## src/rtl/bbs_pkg.sv

```systemverilog
// Shared constants, types and helpers for the binary backtrack sequencer.
`default_nettype none

package bbs_pkg;

   // Longest solution and derived widths
   localparam int MAX_LEN    = 64;
   localparam int DEPTH_W    = $clog2(MAX_LEN + 1);
   localparam int POS_W      = $clog2(MAX_LEN);
   localparam int GROUP_W    = 8;
   localparam int NUM_GROUPS = MAX_LEN / GROUP_W;
   localparam int GIDX_W     = $clog2(NUM_GROUPS);
   localparam int BIDX_W     = $clog2(GROUP_W);

   // Stream payload widths
   localparam int REQ_DATA_W = 8;
   localparam int RSP_DATA_W = ((DEPTH_W + MAX_LEN + 2 + 7) / 8) * 8;

   // Command codes
   localparam logic CMD_RESTART = 1'b0;
   localparam logic CMD_STEP    = 1'b1;

   // Controller to datapath commands
   typedef struct packed {
      logic capture;   // latch the incoming request
      logic eval;      // register the group occupancy flags
      logic commit;    // update the search state and the result
   } ctrl_cmd_type;

   // Index of the highest set bit of a group (0 when empty)
   function automatic logic [BIDX_W-1:0] hi_index_bit(input logic [GROUP_W-1:0] v);
      logic [BIDX_W-1:0] idx;
      idx = '0;
      for (int i = 0; i < GROUP_W; i++) begin
         if (v[i]) begin
            idx = BIDX_W'(i);
         end
      end
      return idx;
   endfunction

   // Index of the highest set group flag (0 when empty)
   function automatic logic [GIDX_W-1:0] hi_index_grp(input logic [NUM_GROUPS-1:0] v);
      logic [GIDX_W-1:0] idx;
      idx = '0;
      for (int i = 0; i < NUM_GROUPS; i++) begin
         if (v[i]) begin
            idx = GIDX_W'(i);
         end
      end
      return idx;
   endfunction

endpackage

`default_nettype wire

```

## src/rtl/binary_backtrack_sequencer.sv

```systemverilog
// Binary backtrack sequencer: depth-first enumeration of 0/1 decision vectors.
// An accepted request is latched, the scan state registers the group flags
// ahead of the two-level priority encode on the decision vector, and the
// commit state updates the search state once the result slot is free.
// A response may wait in the output register while the next request is taken.
// Reset (synchronous, active high): depth 0, decisions clear, full_length 64.
`default_nettype none

module binary_backtrack_sequencer (
   input  wire logic                              clock,
   input  wire logic                              reset,
   // request: [0] cmd, [1] reject, rest zero
   input  wire logic                              req_tvalid,
   output logic                                   req_tready,
   input  wire logic [bbs_pkg::REQ_DATA_W-1:0]    req_tdata,
   // response: [6:0] depth, [70:7] choice_bits, [71] exhausted, [72] complete
   output logic                                   rsp_tvalid,
   input  wire logic                              rsp_tready,
   output logic [bbs_pkg::RSP_DATA_W-1:0]         rsp_tdata,
   // full_length register write
   input  wire logic                              csr_valid,
   output logic                                   csr_ready,
   input  wire logic [bbs_pkg::DEPTH_W-1:0]       csr_data
);

   bbs_pkg::ctrl_cmd_type        cmd;
   logic [bbs_pkg::DEPTH_W-1:0]  out_depth;
   logic [bbs_pkg::MAX_LEN-1:0]  out_choice;
   logic                         out_exhausted;
   logic                         out_complete;

   assign csr_ready = 1'b1;

   bbs_ctrl u_ctrl (
      .clock      (clock),
      .reset      (reset),
      .req_tvalid (req_tvalid),
      .req_tready (req_tready),
      .rsp_tvalid (rsp_tvalid),
      .rsp_tready (rsp_tready),
      .cmd        (cmd)
   );

   bbs_datapath u_datapath (
      .clock         (clock),
      .reset         (reset),
      .cmd           (cmd),
      .req_cmd       (req_tdata[0]),
      .req_reject    (req_tdata[1]),
      .csr_we        (csr_valid && csr_ready),
      .csr_len       (csr_data),
      .out_depth     (out_depth),
      .out_choice    (out_choice),
      .out_exhausted (out_exhausted),
      .out_complete  (out_complete)
   );

   // Pack the response
   assign rsp_tdata = {
      {(bbs_pkg::RSP_DATA_W - bbs_pkg::DEPTH_W - bbs_pkg::MAX_LEN - 2){1'b0}},
      out_complete, out_exhausted, out_choice, out_depth
   };

   // Exhausted response carries no depth and no decisions
   a_exhausted_empty: assert property (@(posedge clock) disable iff (reset)
      (rsp_tvalid && out_exhausted) |-> (out_depth == '0 && out_choice == '0))
      else $error("exhausted response with nonzero depth or decisions");

   // A complete candidate always has nonzero depth
   a_complete_depth: assert property (@(posedge clock) disable iff (reset)
      (rsp_tvalid && out_complete) |-> (out_depth != '0))
      else $error("complete response at depth zero");

   // Decisions at and above the depth stay zero
   a_choice_masked: assert property (@(posedge clock) disable iff (reset)
      rsp_tvalid |-> ((out_choice >> out_depth) == '0))
      else $error("decision bits set at or above depth");

   // An accepted request occupies the scan cycle
   a_scan_cycle: assert property (@(posedge clock) disable iff (reset)
      (req_tvalid && req_tready) |=> !req_tready)
      else $error("request taken during scan cycle");

endmodule

`default_nettype wire

```

## src/rtl/bbs_ctrl.sv

```systemverilog
// Request sequencing controller for the binary backtrack sequencer.
`default_nettype none

module bbs_ctrl (
   input  wire logic                  clock,
   input  wire logic                  reset,
   input  wire logic                  req_tvalid,
   output logic                       req_tready,
   output logic                       rsp_tvalid,
   input  wire logic                  rsp_tready,
   output bbs_pkg::ctrl_cmd_type      cmd
);

   typedef enum logic [1:0] {
      ST_IDLE,
      ST_EVAL,
      ST_COMMIT
   } state_type;

   state_type state_ff, state_in;
   logic      rsp_valid_ff, rsp_valid_in;
   logic      can_commit;

   // Result slot is free or being drained this cycle
   assign can_commit = !rsp_valid_ff || rsp_tready;

   assign req_tready  = (state_ff == ST_IDLE) || ((state_ff == ST_COMMIT) && can_commit);
   assign rsp_tvalid  = rsp_valid_ff;
   assign cmd.capture = req_tvalid && req_tready;
   assign cmd.eval    = (state_ff == ST_EVAL);
   assign cmd.commit  = (state_ff == ST_COMMIT) && can_commit;

   // Next state and result valid
   always_comb begin
      state_in     = state_ff;
      rsp_valid_in = rsp_valid_ff && !rsp_tready;
      case (state_ff)
         ST_IDLE: begin
            if (req_tvalid) state_in = ST_EVAL;
         end
         ST_EVAL: begin
            state_in = ST_COMMIT;
         end
         ST_COMMIT: begin
            if (can_commit) begin
               rsp_valid_in = 1'b1;
               state_in     = req_tvalid ? ST_EVAL : ST_IDLE;
            end
         end
         default: begin
            state_in = ST_IDLE;
         end
      endcase
   end

   always_ff @(posedge clock) begin
      if (reset) begin
         state_ff     <= ST_IDLE;
         rsp_valid_ff <= 1'b0;
      end else begin
         state_ff     <= state_in;
         rsp_valid_ff <= rsp_valid_in;
      end
   end

endmodule

`default_nettype wire

```

## src/rtl/bbs_datapath.sv

```systemverilog
// Decision vector, depth and backtrack search datapath.
`default_nettype none

module bbs_datapath (
   input  wire logic                            clock,
   input  wire logic                            reset,
   input  wire bbs_pkg::ctrl_cmd_type           cmd,
   input  wire logic                            req_cmd,
   input  wire logic                            req_reject,
   input  wire logic                            csr_we,
   input  wire logic [bbs_pkg::DEPTH_W-1:0]     csr_len,
   output logic [bbs_pkg::DEPTH_W-1:0]          out_depth,
   output logic [bbs_pkg::MAX_LEN-1:0]          out_choice,
   output logic                                 out_exhausted,
   output logic                                 out_complete
);

   logic [bbs_pkg::MAX_LEN-1:0]    dec_ff, dec_in;
   logic [bbs_pkg::DEPTH_W-1:0]    depth_ff, depth_in;
   logic [bbs_pkg::DEPTH_W-1:0]    len_ff;
   logic                           cmd_ff, reject_ff;
   logic [bbs_pkg::NUM_GROUPS-1:0] grp_ff, grp_in;
   logic                           exh_ff, cmp_ff;

   logic [bbs_pkg::GIDX_W-1:0]     top_grp;
   logic [bbs_pkg::GROUP_W-1:0]    top_byte;
   logic [bbs_pkg::POS_W-1:0]      top_pos;
   logic [bbs_pkg::MAX_LEN-1:0]    keep_mask;

   // Group occupancy flags of the decision vector
   always_comb begin
      for (int g = 0; g < bbs_pkg::NUM_GROUPS; g++) begin
         grp_in[g] = |dec_ff[g*bbs_pkg::GROUP_W +: bbs_pkg::GROUP_W];
      end
   end

   // Deepest decision equal to one, from group flags then within the group
   assign top_grp   = bbs_pkg::hi_index_grp(grp_ff);
   assign top_byte  = dec_ff[top_grp*bbs_pkg::GROUP_W +: bbs_pkg::GROUP_W];
   assign top_pos   = {top_grp, bbs_pkg::hi_index_bit(top_byte)};
   assign keep_mask = (bbs_pkg::MAX_LEN'(1) << top_pos) - bbs_pkg::MAX_LEN'(1);

   // Restart, backtrack or extend
   always_comb begin
      if ((cmd_ff == bbs_pkg::CMD_RESTART) || (depth_ff == '0)) begin
         dec_in   = bbs_pkg::MAX_LEN'(1);
         depth_in = bbs_pkg::DEPTH_W'(1);
      end else if (reject_ff || (depth_ff >= len_ff)) begin
         if (|grp_ff) begin
            dec_in   = dec_ff & keep_mask;
            depth_in = {1'b0, top_pos} + bbs_pkg::DEPTH_W'(1);
         end else begin
            dec_in   = '0;
            depth_in = '0;
         end
      end else begin
         dec_in   = dec_ff | (bbs_pkg::MAX_LEN'(1) << depth_ff[bbs_pkg::POS_W-1:0]);
         depth_in = depth_ff + bbs_pkg::DEPTH_W'(1);
      end
   end

   // Search state and length register
   always_ff @(posedge clock) begin
      if (reset) begin
         dec_ff   <= '0;
         depth_ff <= '0;
         len_ff   <= bbs_pkg::DEPTH_W'(bbs_pkg::MAX_LEN);
      end else begin
         if (cmd.commit) begin
            dec_ff   <= dec_in;
            depth_ff <= depth_in;
         end
         // zero means one, anything past the longest solution saturates
         if (csr_we) begin
            if (csr_len == '0) begin
               len_ff <= bbs_pkg::DEPTH_W'(1);
            end else if (csr_len > bbs_pkg::DEPTH_W'(bbs_pkg::MAX_LEN)) begin
               len_ff <= bbs_pkg::DEPTH_W'(bbs_pkg::MAX_LEN);
            end else begin
               len_ff <= csr_len;
            end
         end
      end
   end

   // Request latch, scan flags and result flags
   always_ff @(posedge clock) begin
      if (cmd.capture) begin
         cmd_ff    <= req_cmd;
         reject_ff <= req_reject;
      end
      if (cmd.eval) begin
         grp_ff <= grp_in;
      end
      if (cmd.commit) begin
         exh_ff <= (depth_in == '0);
         cmp_ff <= (depth_in == len_ff);
      end
   end

   assign out_depth     = depth_ff;
   assign out_choice    = dec_ff;
   assign out_exhausted = exh_ff;
   assign out_complete  = cmp_ff;

endmodule

`default_nettype wire
```

## config.mk

```make
export PLATFORM = sky130hd
export DESIGN_NAME = binary_backtrack_sequencer
export DESIGN_NICKNAME = d
export VERILOG_FILES = /design/src/rtl/bbs_pkg.sv /design/src/rtl/binary_backtrack_sequencer.sv /design/src/rtl/bbs_ctrl.sv /design/src/rtl/bbs_datapath.sv
export SDC_FILE = /design/constraint.sdc
export NUM_CORES = 1
export LEC_CHECK = 0
export ABC_AREA = 1
export BUFFER_PORTS_ARGS = -buffer_cell sky130_fd_sc_hd__buf_2
export CAP_MARGIN = 10
export CORE_MARGIN = 10
export CORE_UTILIZATION = 45
export DETAILED_ROUTE_END_ITERATION = 8
export HOLD_SLACK_MARGIN = 0.02
export PLACE_DENSITY_LB_ADDON = 0.15
export SYNTH_ARGS = -nofsm -noshare
export SYNTH_HDL_FRONTEND = slang
export SYNTH_SLANG_ARGS = --single-unit
```

## constraint.sdc

```tcl
create_clock -name clock -period 5.94 [get_ports clock]
set_input_delay 0.297 -clock clock [delete_from_list [all_inputs] [get_ports clock]]
set_output_delay 0.297 -clock clock [all_outputs]
set_load 0.03 [all_outputs]
```

# Yosys cells after proc, flatten, opt, wreduce, memory -nomap -nowiden
# Index checks and enable logic that the tools add are counted.
dict set report totals {
  regBits 93
  input_bits 20
  out_inout_bits 83
  wordCells 77
}
dict set report classes {
  addsub 3
  magnitude_cmp 2
  n_eq_ne 5
  shift 3
  n_mux 28
  bitwise 3
  n_reduce_logical 23
}
# op n
set op_table {}
lappend op_table {{$mux W64} 3}
lappend op_table {{$shl A1 B6 Y64 const A} 2}
lappend op_table {{$reduce_or A8 Y1} 9}
lappend op_table {{$and A64 B64 Y64} 1}
lappend op_table {{$or A64 B64 Y64} 1}
lappend op_table {{$shiftx A64 B7 Y8} 1}
lappend op_table {{$sub A64 B2 Y64 const B} 1}
lappend op_table {{$mux W7} 5}
lappend op_table {{$mux W3} 8}
lappend op_table {{$logic_not A7 Y1} 3}
lappend op_table {{$mux W2} 6}
lappend op_table {{$add A6 B1 Y7 const B} 1}
lappend op_table {{$add A7 B1 Y7 const B} 1}
lappend op_table {{$eq A7 B7 Y1} 1}
lappend op_table {{$ge A7 B7 Y1} 1}
lappend op_table {{$gt A7 B7 Y1 const B} 1}
lappend op_table {{$pmux W2 S3} 1}
lappend op_table {{$mux W1} 5}
lappend op_table {{$logic_or A1 B1 Y1} 4}
lappend op_table {{$logic_and A1 B1 Y1} 3}
lappend op_table {{$eq A2 B1 Y1 const B} 1}
lappend op_table {{$eq A2 B2 Y1 const B} 1}
lappend op_table {{$logic_not A1 Y1} 2}
lappend op_table {{$logic_not A2 Y1} 1}
lappend op_table {{4 further kinds} 4}

# Depth between registers and ports, before layout
# Gate-level depths: netlist of the first run.
dict set report logic_depth {
  ltp_word 21
  mapped_depth 38
  depth_no_buf 36
}

# Cells and area by module
# From an unflattened synthesis of the first run, not the netlist that was laid out.
dict set report unflattened {
  hier_cells 1725
  area_unflattened_um2 9716.8
}
# mod instances cells_each area_per_inst_um2 seq_area_each_um2
set modules_own_cells {}
lappend modules_own_cells {bbs_datapath 1 1693 9475.3 1921.8}
lappend modules_own_cells {bbs_ctrl 1 20 158.9 60.1}
lappend modules_own_cells {binary_backtrack_sequencer 1 12 82.6 0.0}

# Least setup slack after synthesis of the first run
# Ideal clock, no wire load.
dict set report synth_path {
  path_type {reg2reg}
  startpoint {register u_datapath.grp_ff[2] (netlist bit)}
  endpoint {register u_datapath.dec_ff (netlist bit u_datapath.out_choice[48])}
  setup_time_ns 0.134
  t_arrival_ns 4.365
  t_required_ns 5.806
  slack_ns 1.442
  stages_incl_launch_ff 35
  path_buffers 4
  period_less_slack_ns 4.498
  path_cell_list {edfxtp_1 > inv_1 > nand2_1 > nand2_1 > nand2_1 > nand2_2 > nand2_4 > nand2_4 > buf_6 > clkbuf_1 > buf_1 > o21ai_0 > a32oi_1 > o21ai_0 > a21oi_1 > nor2_1 > nor2_1 > ha_1 > inv_1 > nor2_1 > clkbuf_1 > nand4_1 > ha_1 > inv_1 > nor2_1 > nand2_1 > nor2_4 > nand2_2 > inv_1 > nand3_1 > nand2_1 > nand3b_1 > nand2_1 > nand2_1 > a21oi_1}
}
dict set report synth_via {
  elab_chain_cells 20
  word_cells_on_any_way 21
  cone_classes {add/sub: 1; shift: 2; mux: 16; bitwise: 1; reduce/logical: 1}
}
# item line_no
set synth_rtl {}
lappend synth_rtl {{start, declared} bbs_datapath.sv:22} ;# logic [bbs_pkg::NUM_GROUPS-1:0] grp_ff, grp_in;
lappend synth_rtl {{start signal, assigned} bbs_datapath.sv:93} ;# grp_ff <= grp_in;
lappend synth_rtl {{$mux W2 (2 in a row)} bbs_pkg.sv:47} ;# if (v[i]) begin
lappend synth_rtl {{$mux W3 (4 in a row)} bbs_pkg.sv:47}
lappend synth_rtl {{$shiftx A64 B7 Y8} bbs_datapath.sv:39} ;# assign top_byte = dec_ff[top_grp*bbs_pkg::GROUP_W +: bbs_pkg::GROUP_W];
lappend synth_rtl {{$mux W1} bbs_pkg.sv:35} ;# if (v[i]) begin
lappend synth_rtl {{$mux W2 (2 in a row)} bbs_pkg.sv:35}
lappend synth_rtl {{$mux W3 (4 in a row)} bbs_pkg.sv:35}
lappend synth_rtl {{$shl A1 B6 Y64} bbs_datapath.sv:41} ;# assign keep_mask = (bbs_pkg::MAX_LEN'(1) << top_pos) - bbs_pkg::MAX_LEN'(1);
lappend synth_rtl {{$sub A64 B2 Y64} bbs_datapath.sv:41}
lappend synth_rtl {{$and A64 B64 Y64} bbs_datapath.sv:50} ;# dec_in = dec_ff & keep_mask;
lappend synth_rtl {{$mux W64 (*)} bbs_datapath.sv:49} ;# if (|grp_ff) begin
lappend synth_rtl {{$mux W64 (*)} bbs_datapath.sv:48} ;# end else if (reject_ff || (depth_ff >= len_ff)) begin
lappend synth_rtl {{$mux W64 (*)} bbs_datapath.sv:45} ;# if ((cmd_ff == bbs_pkg::CMD_RESTART) || (depth_ff == '0)) begin
lappend synth_rtl {{end signal, assigned} bbs_datapath.sv:70} ;# dec_ff <= dec_in;
lappend synth_rtl {{end, declared} bbs_datapath.sv:18} ;# logic [bbs_pkg::MAX_LEN-1:0] dec_ff, dec_in;
# Mark *: on every way between the ends. The rest lies on a longest branch, timed or not.
# A chain may end at the register's enable or synchronous reset.

# Worst setup path after layout of the first run
dict set report layout_path {
  startpoint {register u_datapath.grp_ff[2] (netlist bit)}
  endpoint {register u_datapath.dec_ff (netlist bit u_datapath.out_choice[35])}
}
# Same word-level chain as after synthesis.

==> results of run 1 <==
[worst max-delay path, delay by kind of cell (launching register included)]
kind                     cells  cell delay (ns)
AND/OR/NAND/NOR             20             3.13
AO/OA/AOI/OAI                7             0.76
buffers and inverters        4             0.53
adder cells (fa/ha/maj)      1             0.38
flip-flops                   1             0.36
[area by class of cell]
type                       count  area share [%]
clock buffer                  10           2.276
clock inverter                 6          0.6196
inverter                     184           6.578
multi-input combinational   1298           61.89
sequential                    93           18.88
tap                          275           3.277
timing repair buffer         120           6.482
[stage by stage]
stage,power (mW),util [%]
2_1_floorplan,1.133,-
3_5_place_dp,1.311,48.50
6_report,1.930,49.95
5_1_grt,2.019,49.95
4_1_cts,1.915,49.95
3_3_place_gp,1.310,48.50
[cell families after synthesis]
| logic type | count (synthesis) |
|---|---|
| XOR/XNOR | 26 |
| AO/OA/AOI/OAI | 269 |
| flip-flops | 93 |
| other | 2 |
| adder cells (fa/ha/maj) | 20 |
| buffers and inverters | 286 |
| AND/OR/NAND/NOR | 975 |
[flip-flops by register name (all words and copies together) (netlist names)]
register,flops
u_datapath.grp_ff,8
u_datapath.out_exhausted,1
u_datapath.out_complete,1
u_datapath.out_choice,64
u_datapath.reject_ff,1
u_datapath.cmd_ff,1
u_datapath.len_ff,7
u_ctrl.state_ff,2
u_ctrl.rsp_tvalid,1
u_datapath.out_depth,7
[cells in the mapped netlist, types with 5 or more instances]
cell type                     n
sky130_fd_sc_hd__o21ai_1      5
sky130_fd_sc_hd__ha_1        20
sky130_fd_sc_hd__a211oi_1     6
sky130_fd_sc_hd__nand3b_1    10
sky130_fd_sc_hd__inv_1      168
sky130_fd_sc_hd__nand2_2      9
sky130_fd_sc_hd__o2111ai_1    6
sky130_fd_sc_hd__o22ai_1     10
sky130_fd_sc_hd__buf_4       11
sky130_fd_sc_hd__edfxtp_1    12
sky130_fd_sc_hd__a21oi_1    128
sky130_fd_sc_hd__dfxtp_1     81
sky130_fd_sc_hd__o211ai_1    18
sky130_fd_sc_hd__xnor2_1     11
sky130_fd_sc_hd__nand3_1    179
sky130_fd_sc_hd__nand2_1    444
sky130_fd_sc_hd__nor2_4      11
sky130_fd_sc_hd__nor2_1     190
sky130_fd_sc_hd__nor2_2      17
sky130_fd_sc_hd__clkbuf_1    65
sky130_fd_sc_hd__inv_2       12
sky130_fd_sc_hd__nand4_2      8
sky130_fd_sc_hd__o21ai_0     57
sky130_fd_sc_hd__nor4_1      16
sky130_fd_sc_hd__nor3_1      37
sky130_fd_sc_hd__nand4_1     39
sky130_fd_sc_hd__buf_2       12
sky130_fd_sc_hd__buf_1        9
sky130_fd_sc_hd__a31oi_1     22
sky130_fd_sc_hd__nand3_2      7
sky130_fd_sc_hd__xor2_1      15
[power groups by stage]
stage | Sequential [mW] | Combinational [mW] | Clock [mW]
3_5_place_dp | 0.675 | 0.636 | 0
2_1_floorplan | 0.679 | 0.454 | 0
5_1_grt | 0.662 | 0.716 | 0.641
4_1_cts | 0.660 | 0.637 | 0.618
6_report | 0.661 | 0.656 | 0.614
3_3_place_gp | 0.675 | 0.635 | 0
[how the worst max path moves through the flow]
stage                     slack, ns  depth (start not counted)                   endpoint            startpoint
final                          0.58                         32  u_datapath.out_choice[35]  u_datapath.grp_ff[2]
after global routing           0.13                         32  u_datapath.out_choice[42]  u_datapath.grp_ff[1]
after CTS                      0.74                         30  u_datapath.out_choice[42]  u_datapath.grp_ff[1]
after detailed placement       0.77                         30  u_datapath.out_choice[42]  u_datapath.grp_ff[1]
after global placement         0.78                         30  u_datapath.out_choice[42]  u_datapath.grp_ff[1]
after floorplan                1.44                         34  u_datapath.out_choice[48]  u_datapath.grp_ff[2]
[per-layer routing]
metal  GRT usage [%]  up-vias  part of all wire, %
met1           41.20     5407                   41
met4           14.48        0                  5.0
met5               0        -                    0
li1                -     5569                    -
met2           46.10      695                   44
met3           4.307      129                   10
==> results list, run 1 <==
- The run finished with clean final reports.
- Area taken by flip-flops and latches: 1982 um^2
- Of all nets on the critical path, the largest fanout is 27.
- The finished cells cover 10500 um^2.
- Top post-synthesis cells by area: sky130_fd_sc_hd__nand2_1, sky130_fd_sc_hd__dfxtp_1, sky130_fd_sc_hd__nand3_1
- The critical path in this run is classified as flop to flop.
- Registers are responsible for 34.2% of the overall power.
- Power spread over the standard cell area amounts to 183.8 nW/um^2.
* Final worst setup slack: 0.5837 ns
- # fillers: 2343
- The clock net in this run drives a total of 93 sinks.
- Gates resized, CTS repair: 0
* Top library cells by usage in the layout, fill and taps aside: sky130_fd_sc_hd__nand2_1, sky130_fd_sc_hd__nor2_1, sky130_fd_sc_hd__nand3_1
- Slowest Stage Delay on Critical Path: 0.87 ns
* Endpoints failing setup: 0
* Standard-cell rows: 53
- Detailed routing inserted a total of 11800 vias.
- Global route total overflow: 0
* Count of placed standard cells in the final layout, fillers left out: 1986
* Most used flip-flop cell after synthesis: sky130_fd_sc_hd__dfxtp_1
- Highest ir drop seen on vdd: 0.0001354 V
- Entering global routing, the biggest net connects 74 pins.
* Worst hold margin: 0.1060 ns
- Power share of the clock group: 31.8%
- A synthesized cell averages 5.757 um^2.
* Height of the chip: 166.2 um
- Share of synthesized flip-flops with an asynchronous set or reset: 0%
- Post-synthesis simple-gate area fraction: 46.21%
- At the pin with the least slew margin, the transition time is 1.320 ns.
- Counting I/O delays and the setup requirement, the final critical path takes 5.356 ns.
* Net switching power figure: 0.8010 mW
- After legalization and detailed placement, the total HPWL measured 33.27 mm.
* Setup slack, reg-to-reg: 0.58 ns
- In this run the most critical hold path is launched from req_tdata[0].
* Depth of the worst register-to-register path: 32
- Summing all placed instances gives a cell area of 10200 um^2.
- In this run the critical register-to-register path is launched from u_datapath.grp_ff[2].
* Clock insertion delay at the later pin of the skew report: 0.37 ns
- The first global-routing pass estimated 66.24 mm of wire.
- The number of clock buffers added by TritonCTS is 9.
- No sink is reached through more buffers than the 2 on the longest clock path.
* Hold-fix buffer count after cts: 0
* Data arrival time of the worst path: 5.57 ns
- Sequential share of the synthesized area: 20.60%
* Required arrival time at the worst endpoint: 6.15 ns
- DRC Markers: 0
* Leakage power of the design: 5.244 nW
- Wirelength, routed: 44.47 mm
* Antenna violations before repair: 0
- The synthesized design contains 93 register bits.
* Main combinational cell family by area after synthesis: simple AND/OR/NAND/NOR gates
- The share of total power dissipated in combinational logic is 34.0%.
- The worst pin sits at a relative slew slack of 11.20%.
* Number of optimization iterations in the first detailed-route pass: 8
- Summing the areas of all compound-gate instances in the mapped netlist gives 15.96% of the synthesized area.
- In this run the cell area of the synthesized design comes to 9619 um^2.
- Final Hold Vio Count: 0
* Core region area: 21020 um^2
* Via density: 5.942
* Die ar.: 27620 um^2
* Synth-to-layout area growth: 9.157%
* Adder-Cell Fraction of Synth Area: 2.601%
- Hold-critical path depth: 1
* Number of distinct library cells after synthesis: 49
- After detailed routing, the average wire length per cell comes to 22.39 um.
- In the final layout, the share of cells above drive strength 1 is 12.62%.
- The die is 166.2 um wide.
- Slowest cell on the critical path: sky130_fd_sc_hd__nor3_1
- For hold timing, the worst endpoint is u_datapath.cmd_ff.
* Switching share of power: 41.50%
- During synthesis, Yosys emitted a total of 0 warnings.
- Setup repair after global routing left no endpoint under its margin.
- Adding up every negative setup slack in the final design gives 0 ns.
- The number of pins exceeding their max-slew limit in the final report came to 0.
- CTS Root Cell: sky130_fd_sc_hd__clkbuf_16
- For this run, the post-layout net count is 1746.
* Top cell type by total area after synthesis: sky130_fd_sc_hd__nand2_1
* Initial cell density of the core: 45.76%
- Number of I/O pins: 103
* Final clock period utilization by the worst path: 90.17%
- The tool flagged a number of max-cap violations equal to 0.
- Once detail routing completed, the nets flagged for antenna violations numbered 0.
- Final clock skew: 0.01537 ns
- Number of H-tree levels: 3
* Maximum frequency from static timing analysis: 186.7 MHz
* Top cell type's share of synthesized area: 17.33%
- The worst setup path is captured at a flop.
* Antenna diodes: 0
- Number of flops mapped to enable cells by yosys: 12
- Commonest non-fill, non-tap cell in the layout: sky130_fd_sc_hd__nand2_1
- Buffers inserted by post-CTS timing repair: 0
- Synth Area in XOR/XNOR: 2.367%
- After technology mapping, the gate count stands at 1671.
* Pre-CTS setup slack: 0.7717 ns
- Number of global-route vias before repair: 10840
- Hold Path Class: input port to flop
- The endpoint identified for the worst register-to-register timing path is u_datapath.out_choice[35].
- TritonCTS built the clock tree.
* CTS clk-pin slew, worst paths: 0.08 ns
- Crit-path most repeated cell: sky130_fd_sc_hd__nand2_1
* Number of buffer cells added on primary ports: 88
- Violation count after the first detailed-routing iteration: 1769
- STA classifies the critical path startpoint as a flop.
- Measured against the total synthesized area, the mux share comes to 0%.
- After detailed placement, the design holds a cell count of 1970.
* Area taken by multi-input logic gates: 6499 um^2
- Cell internal power was estimated by the tool at 1.129 mW.
- At the end of routability-driven placement, the weighted congestion stood at 1.019.
- GR Util All Layers: 30.35%
(Power assumes the default switching activity.)
==> inputs of run 2 (changes only) <==
--- a/config.mk
+++ b/config.mk
@@ -6,9 +6,8 @@
 export NUM_CORES = 1
 export LEC_CHECK = 0
 export ABC_AREA = 1
-export BUFFER_PORTS_ARGS = -buffer_cell sky130_fd_sc_hd__buf_2
+export BUFFER_PORTS_ARGS = -buffer_cell sky130_fd_sc_hd__clkbuf_2
 export CAP_MARGIN = 10
-export CORE_MARGIN = 10
 export CORE_UTILIZATION = 45
 export DETAILED_ROUTE_END_ITERATION = 8
 export HOLD_SLACK_MARGIN = 0.02
==> run 2 against run 1 <==
  * Clock power increased by 4.6%
  * Clock skew increased by 0.00067 ns
  * Clock-buffer cell count decreased by 1
==> results list, run 2 (synthesized netlist as in run 1, its figures left out) <==
- Run status: complete, no violations
* Number of H-tree levels: 3
- At the end of the flow, the number of nets in the layout was 1745.
* Number of I/O pins: 103
- The worst-case IR drop observed on VDD is 0.0001368 V.
- Routed met2 length: 18.50 mm
- After detailed placement, the total cell area comes to 10190 um^2.
- The detailed router finished its first iteration with 1622 violations.
- Synth-to-layout area growth: 9.222%
* Die ar.: 21960 um^2
- Final clock skew: 0.01605 ns
* Critical path type: flop to flop
* Number of nets still failing antenna checks after routing: 0
* Gates resized, CTS repair: 0
* Number of buffer cells added on primary ports: 88
- Maximum frequency from static timing analysis: 182.9 MHz
* Final core utilization: 49.98%
- Across the run, the number of max-cap violations was 0.
- In the detailed route, the total length drawn on met3 is 4.570 mm.
- Endpoints failing setup: 0
* Core region area: 21020 um^2
* Standard-cell rows: 53
* Die boundary width: 148.2 um
- Power density relative to cell area: 186.2 nW/um^2
* Final critical-path required period: 5.468 ns
- Leaving out fill and tap cells, the most frequent cells in the layout are sky130_fd_sc_hd__nand2_1, sky130_fd_sc_hd__nor2_1, sky130_fd_sc_hd__nand3_1.
* Data arrival time of the worst path: 5.68 ns
- After global routing the overflow that remains totals 0.
- After layout, the worst path uses 92.05% of the clock period.
- CTS Root Cell: sky130_fd_sc_hd__clkbuf_16
* Number of buffers created by CTS: 9
- Worst Tran Pin Value: 1.257 ns
- Wire length per cell after detailed routing: 21.73 um
* Slowest cell on the critical path: sky130_fd_sc_hd__nor3_1
- Max Buffers Root-to-Sink: 2
- The number of hold-slack violations in the final timing report is 0.
- Hold-fix buffer count after cts: 0
- TritonCTS clock tree: done
* GR Util All Layers: 39.27%
* Clock insertion delay at the later pin of the skew report: 0.37 ns
- Cell family with most CP delay: simple AND/OR/NAND/NOR gates
- After clock tree synthesis, the clock-pin slew on the worst setup and hold paths is 0.08 ns.
- For this configuration, the core starts out at a cell density of 45.76%.
- After legalization and detailed placement, the total HPWL measured 32.42 mm.
- CP max FO: 26
- Proportion of layout cells with a drive suffix above 1: 12.57%
- In this run the post-CTS setup repair buffer count came out at 0.
* Number of sinks handled by clock tree synthesis: 93
- STA puts the critical path data required time at 6.15 ns.
* Flip-flop count of the largest register, all copies and words added: 64
- The number of pins exceeding their max-slew limit in the final report was 0.
- Total routed wire length on the met1 layer: 17.82 mm
* Antenna violations before repair: 0
- Placer's final routability congestion estimate: 1.015
* Sum of negative setup slack: 0 ns
- Critical Path End Type: flop
- In the routed design, unresolved DRC markers number 0.
- For this run, the slowest stage of the critical path takes 0.76 ns.
- The critical path contains buffers and inverters numbering 4 combined.
- Global-route wire length before repair: 64.44 mm
- Largest net degree at the start of global routing: 74
- Measured along the y axis, the die boundary spans 148.2 um.
* Number of global-route vias before repair: 10580
- DR vias: 11810
- Final Cell Area: 10510 um^2
* CP Launch Type: flop
* Topmost layer with routed signal wires: met4
- Counting stages on the worst path, the most repeated cell is sky130_fd_sc_hd__nand2_1.
- Via density: 5.952
- The routed design has 43.13 mm of wire.
- Setup repair after global routing left no endpoint under its margin.
* Leakage power of the design: 5.175 nW
* Antenna diodes: 0
* Commonest non-fill, non-tap cell in the layout: sky130_fd_sc_hd__nand2_1
- Number of optimization iterations in the first detailed-route pass: 6
- Max-Slew Margin vs Limit: 16.11%
* Hold Path Class: input port to flop
- Hold is met by 0.1061 ns.
==> run 2: cell type report <==
cell class | count | area, um^2
multi-input cells | 1298 | 6499
repair buffers | 119 | 673.1
fillers | 2342 | 10520
well taps | 275 | 344.1
clock buffers | 9 | 225.2
clock inverters | 7 | 92.59
flip-flops and latches | 93 | 1982
inverters | 184 | 690.7
==> run 2: metal layers <==
metal / track usage (%) / vias up
li1: - / 5590
met1: 53.73 / 5427
met2: 58.24 / 684
met3: 7.546 / 113
met4: 20.36 / 0
met5: 0 / -
==> run 2: where the power goes <==
group / internal (mW) / total [mW] / switching (mW)
Clock: 0.338 / 0.642 / 0.304
Sequential: 0.647 / 0.661 / 0.0139
Combinational: 0.173 / 0.653 / 0.480
Total: 1.16 / 1.96 / 0.798
==> run 2: stage by stage <==
stage	power, mW	instances	setup WS (ns)
6_report	1.956	1985	0.4723
2_1_floorplan	1.133	1677	1.442
3_3_place_gp	1.305	1969	0.8038
5_1_grt	2.037	1985	0.1551
3_5_place_dp	1.309	1969	0.7318
4_1_cts	1.941	1985	0.7118
==> run 2: worst register-to-register path: cells and delay by family, from the launching register on <==
family                   cells  cell delay [ns]
buffers and inverters        4             0.59
AND/OR/NAND/NOR             21             3.29
adder cells (fa/ha/maj)      1             0.38
flip-flops                   1             0.36
AO/OA/AOI/OAI                6             0.67
==> run 2: worst paths after layout <==
| kind | cells after the start | slack, ns | endpoint | from |
|---|---|---|---|---|
| max | 32 | 0.47 | u_datapath.out_choice[37] | u_datapath.grp_ff[2] |
| min | 1 | 0.11 | u_datapath.cmd_ff | req_tdata[0] |
| max reg2reg | 32 | 0.47 | u_datapath.out_choice[37] | u_datapath.grp_ff[2] |
| min reg2reg | 2 | 0.47 | u_datapath.len_ff[1] | u_datapath.len_ff[1] |
==> inputs of run 3 (changes only) <==
--- a/config.mk
+++ b/config.mk
@@ -8,7 +8,10 @@
 export ABC_AREA = 1
 export BUFFER_PORTS_ARGS = -buffer_cell sky130_fd_sc_hd__clkbuf_2
 export CAP_MARGIN = 10
-export CORE_UTILIZATION = 45
+export CELL_PAD_IN_SITES_DETAIL_PLACEMENT = 0
+export CELL_PAD_IN_SITES_GLOBAL_PLACEMENT = 1
+export CORE_MARGIN = 3
+export CORE_UTILIZATION = 42
 export DETAILED_ROUTE_END_ITERATION = 8
 export HOLD_SLACK_MARGIN = 0.02
 export PLACE_DENSITY_LB_ADDON = 0.15
==> run 3 against run 2 <==
  * Power rose by 3.5%
  * Die area rose by 13%
  * Hold slack improved by 0.00091 ns
  * Sequential cell count did not move
  * Critical path depth fell by 1
  * Non-clock buffer count fell by 4
  * Wire length rose by 1.8%
  * Worst setup slack improved by 0.075 ns
  * Largest cell class unchanged
  * Highest routed layer is now met5
==> results list, run 3 (synthesized netlist as in run 1, its figures left out) <==
- The analysis attributes to cell leakage a power of 5.176 nW.
* Final clock period utilization by the worst path: 90.79%
* Worst Tran Pin Value: 1.326 ns
- The root buffer cell chosen for the clock tree is sky130_fd_sc_hd__clkbuf_16.
* DR vias: 11660
- Buffers inserted by post-CTS timing repair: 0
- Hold-critical path depth: 1
* Final critical-path required period: 5.393 ns
- Critical path type: flop to flop
- The clock net in this run drives a total of 93 sinks.
- Buffers & Inverters on Critical Path: 5
- Maximum frequency from static timing analysis: 185.4 MHz
- Number of I/O pins: 103
* Worst Min Path Start: req_tdata[1]
- Port buffering added 88 buffers.
- The tightest min-delay check is of the input port to flop type.
- Number of nets still failing antenna checks after routing: 0
* Antenna violations before repair: 1
- Global-route wire length before repair: 66.05 mm
* Synth-to-layout area growth: 9.300%
- Top library cells by usage in the layout, fill and taps aside: sky130_fd_sc_hd__nand2_1, sky130_fd_sc_hd__nor2_1, sky130_fd_sc_hd__nand3_1
- Count of max-cap constraint violations: 0
* Unrepaired setup endpoints after global routing: false
- Core region area: 22160 um^2
* Highest ir drop seen on vdd: 0.0001422 V
- The clock arrives with 0.01250 ns of skew.
- Of all nets on the critical path, the largest fanout is 39.
- Largest net degree at the start of global routing: 74
- Setup violations remaining at the end of the flow were counted as 0.
- In this run the core area contains 54 standard-cell rows.
- CTS clk-pin slew, worst paths: 0.08 ns
- In this run, post-CTS repair resized a total of 0 instances.
- Power density relative to cell area: 192.5 nW/um^2
- Critical Path End Type: flop
* Wire length per cell after detailed routing: 22.11 um
- Cells fill 47.44% of the core in the end.
- Crit-path most repeated cell: sky130_fd_sc_hd__nand2_1
- At the end of routability-driven placement, the weighted congestion stood at 0.9991.
- Initial cell density of the core: 43.41%
- Global routing finished with a remaining overflow of 0.
- The worst register-to-register path begins at u_datapath.grp_ff[2].
* Setup slack, reg-to-reg: 0.55 ns
- Final HPWL from detailed placement: 33.16 mm
- The number of hold-slack violations in the final timing report is 0.
- Once routing completed, OpenROAD measured the worst setup slack at 0.5472 ns.
- Flip-flop count of the largest register, all copies and words added: 64
- Pre-CTS setup slack: 0.7092 ns
- Measured against its own limit, the worst slew margin works out to 10.77%.
* End point of the worst hold path: u_datapath.reject_ff
- The largest individual stage delay along the critical path comes from the cell sky130_fd_sc_hd__nand2_4.
* Slowest Stage Delay on Critical Path: 0.41 ns
- The die is 157.3 um tall.
- Number of H-tree levels: 3
* Data arrival time of the worst path: 5.60 ns
* Number of global-route vias before repair: 10430
* Max-slew violations: 0
- The worst register-to-register path has a depth of 31.
- Cell family with most CP delay: simple AND/OR/NAND/NOR gates
- Total power for the finished layout comes to 2.024 mW.
- The clock reaches the later pin of the worst-skew pair after 0.36 ns.
- Die ar.: 24750 um^2
- Proportion of layout cells with a drive suffix above 1: 12.37%
- R2R Path End: u_datapath.out_choice[36]
* Layout Nets: 1741
- The flow ran to the end, and the final reports show no timing, DRC or antenna violations.
* Max Buffers Root-to-Sink: 2
- Wirelength, routed: 43.91 mm
* GR Util All Layers: 35.32%
- Commonest non-fill, non-tap cell in the layout: sky130_fd_sc_hd__nand2_1
- CP Launch Type: flop
- In the routed design, unresolved DRC markers number 0.
- Violation count after the first detailed-routing iteration: 1395
* Via density: 5.873
* Number of optimization iterations in the first detailed-route pass: 8
- Required arrival time at the worst endpoint: 6.14 ns
- Number of buffers created by CTS: 9
- Hold-fix buffer count after cts: 0
- TritonCTS built the clock tree.
- Measured along the x axis, the die boundary spans 157.3 um.
- Antenna diodes: 0
- Sum of negative setup slack: 0 ns
[run 3: cell count changes in the layout (fill, tap and decap cells not counted), sizes merged]
cell      before  now
clkinvlp       2    1
bufinv         1    3
clkinv         4    3
inv          184  183
clkbuf        97   98
buf           31   27
[run 3: metrics by stage]
stage	hold WS (ns)	cells	instance area, um^2
after floorplan	0.3959	1677	9642
after global placement	0.4561	1970	10170
after detailed placement	0.4599	1970	10170
after CTS	0.1040	1986	10510
after global routing	0.1059	1986	10510
final	0.1071	1986	10510
[run 3: how the worst max path moves through the flow]
stage                              start                   endpoint  depth (start not counted)  slack (ns)
floorplan           u_datapath.grp_ff[2]  u_datapath.out_choice[48]                         34        1.44
global placement    u_datapath.grp_ff[2]  u_datapath.out_choice[36]                         31        0.74
detailed placement  u_datapath.grp_ff[2]  u_datapath.out_choice[36]                         31        0.71
CTS                 u_datapath.grp_ff[2]  u_datapath.out_choice[36]                         31        0.69
global route        u_datapath.grp_ff[2]  u_datapath.out_choice[36]                         31        0.13
finish              u_datapath.grp_ff[2]  u_datapath.out_choice[36]                         31        0.55
[run 3: where the power goes]
part | total [mW] | switching, mW | internal [mW]
clock network | 0.695 | 0.279 | 0.417
registers | 0.661 | 0.0134 | 0.647
logic | 0.668 | 0.495 | 0.173
total | 2.02 | 0.787 | 1.24
[run 3: layout make-up]
cell class,count,area (um^2)
clock buffers,10,229.0
clock inverters,6,117.6
fillers,2487,11650
inverters,184,690.7
multi-input cells,1298,6501
flip-flops and latches,93,1982
well taps,280,350.3
repair buffers,115,643.1
[run 3: routing by layer]
metal	wire length [um]	GRT usage [%]	share of wire (%)	vias to the layer above
met3	4294	5.224	9.8	111
met5	11	0	0.025	-
met4	2182	15.29	5.0	2
met1	18760	50.05	43	5325
met2	18670	53.25	43	658
li1	-	-	-	5568
